File: config.mk
export PLATFORM = sky130hd
export DESIGN_NAME = hangul_syllable_glyph_index
export DESIGN_NICKNAME = d
export VERILOG_FILES = /design/src/rtl/core/hsgi_pkg.sv /design/src/rtl/core/hsgi_glyph_map.sv /design/src/rtl/core/hangul_syllable_glyph_index.sv
export SDC_FILE = /design/constraint.sdc
export NUM_CORES = 1
export LEC_CHECK = 0
export BUFFER_PORTS_ARGS = -buffer_cell sky130_fd_sc_hd__buf_2
export CAP_MARGIN = 20
export CORE_MARGIN = 2
export CORE_UTILIZATION = 56
export CTS_CLUSTER_SIZE = 8
export DETAILED_ROUTE_END_ITERATION = 16
export PLACE_DENSITY_LB_ADDON = 0.25
export SLEW_MARGIN = 25
export SYNTH_ARGS = -nofsm -noshare
export SYNTH_HDL_FRONTEND = slang
export SYNTH_SLANG_ARGS = --single-unit
export TNS_END_PERCENT = 30
File: constraint.sdc
create_clock -name clock -period 5 [get_ports clock]
set_input_delay 1.25 -clock clock [delete_from_list [all_inputs] [get_ports clock]]
set_output_delay 1.25 -clock clock [all_outputs]
set_load 0.1 [all_outputs]
File: src/rtl/core/hsgi_pkg.sv
// Shared types, code ranges, reciprocal constants and variant tables for the
// Hangul syllable glyph index pipeline. No dependencies.
`timescale 1ns / 1ps

package hsgi_pkg;

   localparam logic [15:0] SYL_FIRST = 16'hAC00;
   localparam logic [15:0] SYL_LAST  = 16'hD7AF;
   localparam logic [15:0] CJ_FIRST  = 16'h3131;
   localparam logic [15:0] CJ_LAST   = 16'h314E;

   localparam logic [8:0] MEDIAL_BASE = 9'd160;
   localparam logic [8:0] FINAL_BASE  = 9'd248;
   localparam logic [8:0] CJ_BASE     = 9'd60;

   localparam int IDX_W    = 14;
   localparam int GLYPH_W  = 9;
   localparam int JAMO_W   = 5;

   // floor(x / 7) = (x * RECIP7) >> RECIP7_SHIFT for x < 2796
   localparam logic [11:0] RECIP7       = 12'd2341;
   localparam int          RECIP7_SHIFT = 14;
   // floor(q / 21) = (q * RECIP21) >> RECIP21_SHIFT for q < 400
   localparam logic [11:0] RECIP21       = 12'd3121;
   localparam int          RECIP21_SHIFT = 16;

   typedef enum logic [1:0] {
      KIND_SYLLABLE    = 2'd0,
      KIND_CONSONANT   = 2'd1,
      KIND_UNSUPPORTED = 2'd2
   } kind_type;

   localparam logic [2:0] INIT_ROW_OPEN [22] = '{
      3'd0, 3'd0, 3'd0, 3'd0, 3'd0, 3'd0, 3'd0, 3'd0, 3'd0, 3'd1, 3'd3,
      3'd3, 3'd3, 3'd1, 3'd2, 3'd4, 3'd4, 3'd4, 3'd2, 3'd1, 3'd3, 3'd0};
   localparam logic [2:0] INIT_ROW_CLOSED [22] = '{
      3'd0, 3'd5, 3'd5, 3'd5, 3'd5, 3'd5, 3'd5, 3'd5, 3'd5, 3'd6, 3'd7,
      3'd7, 3'd7, 3'd6, 3'd6, 3'd7, 3'd7, 3'd7, 3'd6, 3'd6, 3'd7, 3'd5};
   localparam logic [1:0] FINAL_ROW [22] = '{
      2'd0, 2'd0, 2'd2, 2'd0, 2'd2, 2'd1, 2'd2, 2'd1, 2'd2, 2'd3, 2'd0,
      2'd2, 2'd1, 2'd3, 2'd3, 2'd1, 2'd2, 2'd1, 2'd3, 2'd3, 2'd1, 2'd1};
   localparam logic [4:0] CJ_MAP [30] = '{
      5'd1,  5'd2,  5'd0,  5'd3,  5'd0,  5'd0,  5'd4,  5'd5,  5'd6,  5'd0,
      5'd0,  5'd0,  5'd0,  5'd0,  5'd0,  5'd0,  5'd7,  5'd8,  5'd9,  5'd0,
      5'd10, 5'd11, 5'd12, 5'd13, 5'd14, 5'd15, 5'd16, 5'd17, 5'd18, 5'd19};

   typedef struct packed {
      kind_type            kind;
      logic [JAMO_W-1:0]   lead0;
      logic [JAMO_W-1:0]   vowel0;
      logic [JAMO_W-1:0]   tail;
      logic [GLYPH_W-1:0]  cj_glyph;
   } parts_type;

   typedef struct packed {
      kind_type            kind;
      logic [1:0]          count;
      logic [GLYPH_W-1:0]  initial_glyph;
      logic [GLYPH_W-1:0]  medial_glyph;
      logic [GLYPH_W-1:0]  final_glyph;
   } glyph_type;

endpackage

File: src/rtl/core/hsgi_glyph_map.sv
// Maps split jamo parts to the three font layer indices through the variant
// row tables. Depends on hsgi_pkg.
`timescale 1ns / 1ps

module hsgi_glyph_map (
   input  hsgi_pkg::parts_type parts,
   output hsgi_pkg::glyph_type glyph
);

   logic [4:0] vowel;
   logic [4:0] lead;
   logic       closed;
   logic [2:0] irow;
   logic [1:0] vrow;
   logic [1:0] frow;
   logic [8:0] syl_g0;
   logic [8:0] syl_g1;
   logic [8:0] syl_g2;

   always_comb begin
      vowel  = parts.vowel0 + 5'd1;
      lead   = parts.lead0 + 5'd1;
      closed = (parts.tail != 5'd0);
      irow   = closed ? hsgi_pkg::INIT_ROW_CLOSED[vowel] : hsgi_pkg::INIT_ROW_OPEN[vowel];
      vrow   = {closed, !((parts.lead0 == 5'd0) || (parts.lead0 == 5'd15))};
      frow   = hsgi_pkg::FINAL_ROW[vowel];
      syl_g0 = 9'({irow, 4'b0}) + 9'({irow, 2'b0}) + 9'(lead);
      syl_g1 = hsgi_pkg::MEDIAL_BASE + 9'({vrow, 4'b0}) + 9'({vrow, 2'b0})
             + 9'({vrow, 1'b0}) + 9'(vowel);
      syl_g2 = closed ? (hsgi_pkg::FINAL_BASE + 9'({frow, 5'b0}) - 9'({frow, 2'b0})
                         + 9'(parts.tail)) : 9'd0;
   end

   always_comb begin
      glyph = '0;
      unique case (parts.kind)
         hsgi_pkg::KIND_SYLLABLE: begin
            glyph.kind          = hsgi_pkg::KIND_SYLLABLE;
            glyph.count         = closed ? 2'd3 : 2'd2;
            glyph.initial_glyph = syl_g0;
            glyph.medial_glyph  = syl_g1;
            glyph.final_glyph   = syl_g2;
         end
         hsgi_pkg::KIND_CONSONANT: begin
            glyph.kind          = hsgi_pkg::KIND_CONSONANT;
            glyph.count         = 2'd1;
            glyph.initial_glyph = parts.cj_glyph;
         end
         default: begin
            glyph.kind = hsgi_pkg::KIND_UNSUPPORTED;
         end
      endcase
   end

endmodule

File: src/rtl/core/hangul_syllable_glyph_index.sv
// Top level of the Hangul syllable glyph index pipeline: classify, divide by
// 28 and 21, table lookup. Depends on hsgi_pkg and hsgi_glyph_map.
`timescale 1ns / 1ps

// Usage:
//   req_ channel carries one 16-bit code point per transaction; rsp_ channel
//   returns kind, layer count and up to three font indices per transaction.
//   A transaction moves at a rising edge with valid high and stall low.
//   From acceptance to rsp_valid a code point passes through four register
//   stages (classify and offset, divide by 28, split by 21 and remainder,
//   table lookup into the output register).
//   Throughput: one transaction per cycle; each stage holds one item and a
//   new code point enters every cycle while the output is taken.
//   Stall: when rsp_stall holds the output, the result stays put and the
//   stages behind it keep filling empty slots; req_stall rises only once
//   every stage holds an item.
//   Reset clears all stage valid bits; the pipeline is empty afterwards and
//   takes a code point once reset is released.
module hangul_syllable_glyph_index (
   input  logic        clock,
   input  logic        reset,
   input  logic        req_valid,
   output logic        req_stall,
   input  logic [15:0] req_code_point,
   output logic        rsp_valid,
   input  logic        rsp_stall,
   output logic [1:0]  rsp_char_kind,
   output logic [1:0]  rsp_glyph_count,
   output logic [8:0]  rsp_initial_glyph,
   output logic [8:0]  rsp_medial_glyph,
   output logic [8:0]  rsp_final_glyph
);

   logic [3:0] valid_ff;
   logic [3:0] adv;

   hsgi_pkg::kind_type                   s1_kind_ff, s1_kind_in;
   logic [hsgi_pkg::IDX_W-1:0]           s1_idx_ff, s1_idx_in;
   logic [hsgi_pkg::GLYPH_W-1:0]         s1_cj_ff, s1_cj_in;

   hsgi_pkg::kind_type                   s2_kind_ff;
   logic [hsgi_pkg::IDX_W-1:0]           s2_idx_ff;
   logic [hsgi_pkg::GLYPH_W-1:0]         s2_cj_ff;
   logic [8:0]                           s2_q28_ff, s2_q28_in;
   logic [23:0]                          q7_prod;

   hsgi_pkg::parts_type                  s3_parts_ff, s3_parts_in;
   logic [13:0]                          q28_x28;
   logic [20:0]                          q21_prod;
   logic [4:0]                           lead0;
   logic [8:0]                           lead0_x21;

   hsgi_pkg::glyph_type                  s4_glyph_ff, s4_glyph_in;

   logic [4:0]                           cj_off;

   // advance a stage when it is empty or the stage ahead advances
   always_comb begin
      adv[3] = !valid_ff[3] || !rsp_stall;
      adv[2] = !valid_ff[2] || adv[3];
      adv[1] = !valid_ff[1] || adv[2];
      adv[0] = !valid_ff[0] || adv[1];
   end

   assign req_stall = !adv[0];

   always_ff @(posedge clock) begin
      if (reset) begin
         valid_ff <= '0;
      end else begin
         if (adv[0]) valid_ff[0] <= req_valid;
         if (adv[1]) valid_ff[1] <= valid_ff[0];
         if (adv[2]) valid_ff[2] <= valid_ff[1];
         if (adv[3]) valid_ff[3] <= valid_ff[2];
      end
   end

   // stage 1: classify, syllable offset, consonant glyph
   always_comb begin
      cj_off     = 5'(req_code_point - hsgi_pkg::CJ_FIRST);
      s1_kind_in = hsgi_pkg::KIND_UNSUPPORTED;
      s1_idx_in  = '0;
      s1_cj_in   = '0;
      if (req_code_point >= hsgi_pkg::SYL_FIRST && req_code_point <= hsgi_pkg::SYL_LAST) begin
         s1_kind_in = hsgi_pkg::KIND_SYLLABLE;
         s1_idx_in  = 14'(req_code_point - hsgi_pkg::SYL_FIRST);
      end else if (req_code_point >= hsgi_pkg::CJ_FIRST
                   && req_code_point <= hsgi_pkg::CJ_LAST) begin
         s1_kind_in = hsgi_pkg::KIND_CONSONANT;
         s1_cj_in   = 9'(hsgi_pkg::CJ_MAP[cj_off]) + hsgi_pkg::CJ_BASE;
      end
   end

   // stage 2: divide by 28 as a shift and a reciprocal multiply by 1/7
   always_comb begin
      q7_prod   = s1_idx_ff[13:2] * hsgi_pkg::RECIP7;
      s2_q28_in = q7_prod[hsgi_pkg::RECIP7_SHIFT +: 9];
   end

   // stage 3: remainder by 28, quotient and remainder by 21
   always_comb begin
      q28_x28   = {s2_q28_ff, 5'b0} - 14'({s2_q28_ff, 2'b0});
      q21_prod  = s2_q28_ff * hsgi_pkg::RECIP21;
      lead0     = q21_prod[hsgi_pkg::RECIP21_SHIFT +: 5];
      lead0_x21 = 9'({lead0, 4'b0}) + 9'({lead0, 2'b0}) + 9'(lead0);
      s3_parts_in.kind     = s2_kind_ff;
      s3_parts_in.lead0    = lead0;
      s3_parts_in.vowel0   = 5'(s2_q28_ff - lead0_x21);
      s3_parts_in.tail     = 5'(s2_idx_ff - q28_x28);
      s3_parts_in.cj_glyph = s2_cj_ff;
   end

   // stage 4: variant tables into the output register
   hsgi_glyph_map u_glyph_map (
      .parts (s3_parts_ff),
      .glyph (s4_glyph_in)
   );

   always_ff @(posedge clock) begin
      if (adv[0] && req_valid) begin
         s1_kind_ff <= s1_kind_in;
         s1_idx_ff  <= s1_idx_in;
         s1_cj_ff   <= s1_cj_in;
      end
      if (adv[1] && valid_ff[0]) begin
         s2_kind_ff <= s1_kind_ff;
         s2_idx_ff  <= s1_idx_ff;
         s2_cj_ff   <= s1_cj_ff;
         s2_q28_ff  <= s2_q28_in;
      end
      if (adv[2] && valid_ff[1]) begin
         s3_parts_ff <= s3_parts_in;
      end
      if (adv[3] && valid_ff[2]) begin
         s4_glyph_ff <= s4_glyph_in;
      end
   end

   assign rsp_valid         = valid_ff[3];
   assign rsp_char_kind     = s4_glyph_ff.kind;
   assign rsp_glyph_count   = s4_glyph_ff.count;
   assign rsp_initial_glyph = s4_glyph_ff.initial_glyph;
   assign rsp_medial_glyph  = s4_glyph_ff.medial_glyph;
   assign rsp_final_glyph   = s4_glyph_ff.final_glyph;

   a_glyph_range: assert property (@(posedge clock) disable iff (reset)
      rsp_valid |-> (rsp_initial_glyph < 9'd360) && (rsp_medial_glyph < 9'd360)
                    && (rsp_final_glyph < 9'd360))
      else $error("glyph index out of font range");

   a_unsupported_empty: assert property (@(posedge clock) disable iff (reset)
      rsp_valid && (rsp_char_kind == hsgi_pkg::KIND_UNSUPPORTED) |->
         (rsp_glyph_count == 2'd0) && (rsp_initial_glyph == 9'd0)
         && (rsp_medial_glyph == 9'd0) && (rsp_final_glyph == 9'd0))
      else $error("unsupported code with nonzero glyph fields");

   a_syllable_layers: assert property (@(posedge clock) disable iff (reset)
      rsp_valid && (rsp_char_kind == hsgi_pkg::KIND_SYLLABLE) |->
         ((rsp_glyph_count == 2'd2) && (rsp_final_glyph == 9'd0))
         || ((rsp_glyph_count == 2'd3) && (rsp_final_glyph >= hsgi_pkg::FINAL_BASE)))
      else $error("syllable layer count does not match final layer");

   a_full_stalls_input: assert property (@(posedge clock) disable iff (reset)
      (&valid_ff) && rsp_stall |-> req_stall)
      else $error("input taken while every stage is held");

endmodule
Yosys cells after proc, flatten, opt, wreduce, memory -nomap -nowiden
Memory sizes are Yosys's and may differ from the RTL's.
Index checks and enable logic that the tools add are counted.
{"block": "totals", "register_bits": 111, "mem_bits_ro": 416, "out_inout_bits": 33, "word_cells": 93, "mem_count": 4}
{"memory": "(no name shown)", "words": 32, "word_bits": 5, "read_ports": 1, "rd_ports_with_merged_regs": 0, "write_ports": 0, "line": "hangul_syllable_glyph_index.sv:90", "rtl": "s1_cj_in = 9'(hsgi_pkg::CJ_MAP[cj_off]) + hsgi_pkg::CJ_BASE;"}
{"memory": "(no name shown)", "words": 32, "word_bits": 3, "read_ports": 1, "rd_ports_with_merged_regs": 0, "write_ports": 0, "line": "hsgi_glyph_map.sv:24", "rtl": "irow = closed ? hsgi_pkg::INIT_ROW_CLOSED[vowel] : hsgi_pkg::INIT_ROW_OPEN[vowel];"}
{"memory": "(no name shown)", "words": 32, "word_bits": 3, "read_ports": 1, "rd_ports_with_merged_regs": 0, "write_ports": 0, "line": "hsgi_glyph_map.sv:24"}
{"memory": "(no name shown)", "words": 32, "word_bits": 2, "read_ports": 1, "rd_ports_with_merged_regs": 0, "write_ports": 0, "line": "hsgi_glyph_map.sv:26", "rtl": "frow = hsgi_pkg::FINAL_ROW[vowel];"}
{"block": "classes", "add_sub_neg": 19, "multipliers": 2, "order_cmp": 6, "eq_ne": 2, "muxes": 13, "bitwise_logic": 3, "reduce_logical": 23}
{"cell": "$add A9 B5 Y9", "n": 3}
{"cell": "$mul A12 B12 Y23 const B", "n": 1}
{"cell": "$pmux W11 S2", "n": 1}
{"cell": "$mul A9 B12 Y21 const B", "n": 1}
{"cell": "$ge A16 B14 Y1 const B", "n": 1}
{"cell": "$ge A16 B16 Y1 const B", "n": 1}
{"cell": "$le A16 B14 Y1 const B", "n": 1}
{"cell": "$le A16 B16 Y1 const B", "n": 1}
{"cell": "$mux W3", "n": 5}
{"cell": "$sub A14 B14 Y14 const B", "n": 1}
{"cell": "$ge A6 B6 Y1 const B", "n": 2}
{"cell": "$not A5 Y6", "n": 2}
{"cell": "$add A5 B1 Y5 const B", "n": 2}
{"cell": "$add A5 B5 Y5", "n": 2}
{"cell": "$mux W5", "n": 2}
{"cell": "$sub A5 B5 Y5", "n": 2}
{"cell": "$add A8 B6 Y9 const A", "n": 1}
{"cell": "$add A8 B7 Y9 const A", "n": 1}
{"cell": "$add A9 B3 Y9", "n": 1}
{"cell": "$add A9 B4 Y9", "n": 1}
{"cell": "$sub A9 B4 Y9", "n": 1}
{"cell": "$add A7 B5 Y8", "n": 1}
{"cell": "$add A5 B6 Y7 const B", "n": 1}
{"cell": "$logic_not A1 Y1", "n": 7}
{"cell": "15 further kinds", "n": 26}

Logic depth before layout (Yosys ltp)
{"block": "logic_depth", "depth_word": 9, "ltp_mapped": 24, "ltp_nobuf": 24}

Hierarchy
From an unflattened synthesis, not the netlist that was laid out.
{"block": "hier_totals", "hier_cells": 776, "hier_area_um2": 8597.0}
{"module": "hangul_syllable_glyph_index", "instances": 1, "cells_each": 589, "area_each_um2": 7154.4}
{"module": "hsgi_glyph_map", "instances": 1, "cells_each": 187, "area_each_um2": 1442.6}

Least setup slack after synthesis
OpenSTA, ideal clock, no wires.
{"block": "synth_path", "path_kind": "flip-flop to flip-flop", "from": "reg s2_q28_ff[7]", "to": "reg s3_parts_ff[18] (netlist name), data pin", "t_arrival_ns": 5.305, "t_required_ns": 4.740, "slack_ns": -0.565, "path_stages_with_launch": 25, "n_path_buf": 0, "cell_sequence": "edfxtp_1 > inv_1 > ha_1 > ha_1 > or2_2 > ha_1 > inv_1 > fa_1 > inv_1 > ha_1 > a21oi_1 > nand2_1 > a211o_1 > a2111o_1 > a21oi_1 > xnor2_1 > ha_1 > fa_1 > inv_1 > ha_1 > a21oi_1 > xnor2_1 > xnor2_1 > xnor2_1 > xnor2_1"}
{"element": "start: declaration", "line": "hangul_syllable_glyph_index.sv:44", "rtl": "logic [8:0] s2_q28_ff, s2_q28_in;"}
{"element": "start signal: assignment", "line": "hangul_syllable_glyph_index.sv:129", "rtl": "s2_q28_ff <= s2_q28_in;"}
{"element": "end signal: assignment", "line": "hangul_syllable_glyph_index.sv:132", "rtl": "s3_parts_ff <= s3_parts_in;"}
{"element": "end: declaration", "line": "hangul_syllable_glyph_index.sv:47", "rtl": "hsgi_pkg::parts_type s3_parts_ff, s3_parts_in;"}

==> run metrics <==
# hold bufs at CTS 0; CTS tree yes; critical path's slowest cell fa_1; clock latency on the worst-skew pair 0.35 ns; Final Cycle Share 1.08; Final min period 5.38 ns; Nets 1056; fillcell total 1124; global-route wire length before repair 25600 µm; top_reg_cell synth edfxtp_1; mapped cell area 8360 µm²; crit path max fanout 3; Setup-failing EPs final 1; Slew Limit Fails 0; Fmax 186 MHz; Final Skew 0.00723 ns; r2r endpoint s3_parts_ff[18]; cell taking the most area after synthesis edfxtp_1; ranking of synthesized cells by area edfxtp_1 36%, ha_1 24%, fa_1 7.7%; Netlist cell types 59; WS Path Type reg -> reg; drt drc 0; critical path arrival 5.48 ns; CP required 5.10 ns; share of cells above drive strength 1 0.157; Post-Route WL 14700 µm; CP Buf/Inv Count 4; Worst Setup EP s3_parts_ff[18]; Worst path depth 23; FFs w/ async S/R, synth 0; synthesis-stage register bit count 105; cell family with most CP delay adder cells; synth warn 0; Final GP Congestion 0.859; die width 126 µm; largest net degree at the start of global routing 32; Most common cell on crit path xnor2_1; worst reg2reg path depth 23; CTS Buffer Depth 2; core box area 14600 µm²; gr ovfl total 0; met2 usage in global routing 0.362; Util after Layout 0.648; failing checks setup timing; max incr delay on CP 0.55 ns; post-DR wirelength/cell 14.3 µm; Initial Utilization 0.573; crit end category register; 1st-iter DRT viols 299; post-synthesis cell count 760; Num CTS Buffers 9; DRT Pass-1 Iters 5; worst r2r src s2_q28_ff[7]; CP Launch Type register; post-synth top area share 0.363; area occupied by multi-input gates 4860 µm²; storage element area 3110 µm²; Via Count 5571; max cap viols 0; status finished, violations left; sequential fraction of the synthesis area 0.372; GR Util met1 0.236; ANT cells 0; initial antenna violation count 0; setup ws final -0.384 ns; Rel. slew slack 0.507; Critical Path Source s2_q28_ff[7]; r2r setup slk -0.38 ns; die height 126 µm; Die Area 15900 µm²; clock-pin slew on the worst setup and hold paths 0.07 ns; EDFF count, synth 101; Final Hold Vio Count 0; crit path cell chain buf_4 -> ha_1 -> or2_2 -> ha_1 -> inv_1 -> fa_1 -> inv_2 -> ha_4 -> a21oi_2 -> nand2_1 -> a211o_1 -> a2111o_1 -> a21oi_2 -> xnor2_2 -> ha_1 -> fa_1 -> inv_2 -> ha_4 -> a21oi_2 -> xnor2_1 -> xnor2_1 -> xnor2_1 -> xnor2_1; io pins 53; Syn Area/Cell 11.0 µm²; measured slew at the worst slew-check pin 0.735 ns; Row Count 44; H-tree Lvls 3; M3 GR Usage 0.0280; syn_nets 974; Area Growth Syn to Fin 13.0%; vias in the first global route 5742; layer with the highest usage met2; All-Layer GR Usage 0.196; Routed Antenna Nets 0; RSZ-0062 raised after global routing true; Tightest Hold Check Type reg -> reg; root buf cell clkbuf_16; Port-buffer cells 52; post-detail-place hpwl 12100 µm; clk sink count 105; via density per instance 5.40
placed cells by master (no fill, tap or decap), drive strengths merged, types with 3 or more instances in the layout:
master,synthesis,layout
a21boi,4,4
a311oi,3,3
a211oi,4,4
edfxtp,101,101
a21o,6,6
nand2,20,20
o211ai,4,4
dfxtp,4,4
nor2,55,55
and2,9,9
clkbuf,5,10
xor2,14,14
fa,32,32
nand3,10,10
o21a,4,4
buf,8,84
o21ai,20,20
o21bai,3,3
nand2b,6,6
and3,19,19
nor2b,10,10
nor3,12,12
or4,4,4
a31oi,12,12
or2,3,3
ha,162,162
a21oi,34,34
xnor2,36,36
mux2i,9,9
inv,119,124
nand4,5,5
state kept, by name, summed over array words and instances, names as in the netlist:
register,count
s3_parts_ff,24
s1_idx_ff,14
rsp_final_glyph,9
rsp_initial_glyph,9
rsp_medial_glyph,9
s2_q28_ff,9
s1_cj_ff,7
s2_cj_ff,7
s2_idx_ff,5
valid_ff,4
rsp_char_kind,2
rsp_glyph_count,2
s1_kind_ff,2
s2_kind_ff,2
layer usage:
metal	vias to the layer above	part of all wire
met5	-	0
met4	0	0.016
met3	19	0.023
met2	80	0.52
met1	2651	0.44
li1	2821	-
cell families (layout without fill, tap and decap cells):
logic type                 Yosys count  in the layout  share of synthesized area
AOI/OAI and AO/OA                  110            110                     0.0847
DFF                                105            105                      0.372
buffers and inverters              132            219                     0.0613
and+or+nand+nor                    160            160                     0.0980
adders and majority gates          194            194                      0.319
xor gates and xnor gates            50             50                     0.0542
muxes                                9              9                     0.0108
how the worst min path moves through the flow:
stage	start	slack, ns	cells past startpoint	endpoint
after CTS	s2_cj_ff[2]	0.42	0	s3_parts_ff[2]
after global placement	s2_kind_ff[0]	0.41	0	s3_parts_ff[24]
final	s2_cj_ff[2]	0.42	0	s3_parts_ff[2]
after detailed placement	s2_cj_ff[2]	0.40	0	s3_parts_ff[2]
after floorplan	s1_cj_ff[0]	0.40	0	s2_cj_ff[0]
after global routing	s2_cj_ff[3]	0.43	0	s3_parts_ff[3]
cell usage after synthesis (4+ instances only):
master and count:
ha_1 162, inv_1 117, edfxtp_1 101, nor2_1 55
xnor2_1 35, a21oi_1 34, fa_1 32, nand2_1 20
and3_1 19, o21ai_0 18, xor2_1 13, a31oi_1 12
nand3_1 10, nor2b_1 10, nor3_1 10, and2_1 9
mux2i_1 9, a21o_1 6, buf_2 5, clkbuf_1 5
nand2b_1 5, nand4_1 5, a21boi_0 4, dfxtp_1 4
o211ai_1 4, o21a_1 4
timing repair:
action	CTS	global route
gates cloned	0	0
pin swaps	7	7
buffers inserted	2	0
hold endpoints to repair	0	0
setup endpoints to repair	1	2
gates resized for setup	3	2
through the flow:
stage / std cells / setup WS (ns) / area (µm²) / TNS, ns / hold WS, ns
3_5_place_dp: 1013 / -0.412 / 9110 / -0.412 / 0.405
4_1_cts: 1031 / -0.403 / 9430 / -0.403 / 0.424
5_1_grt: 1031 / -0.702 / 9450 / -0.895 / 0.431
3_3_place_gp: 1013 / -0.306 / 9100 / -0.306 / 0.405
2_1_floorplan: 760 / -0.309 / 8440 / -0.309 / 0.400
6_report: 1031 / -0.384 / 9450 / -0.384 / 0.420
layout make-up:
class | count | area share
Clock buffer | 10 | 0.0253
Clock inverter | 6 | 0.00569
Inverter | 119 | 0.0473
Multi-Input combinational cell | 523 | 0.515
Sequential cell | 105 | 0.329
Tap cell | 184 | 0.0244
Timing Repair Buffer | 84 | 0.0530
Power is not shown: default switching activity piles up to over one toggle a cycle in this logic, so the estimate is an artifact.
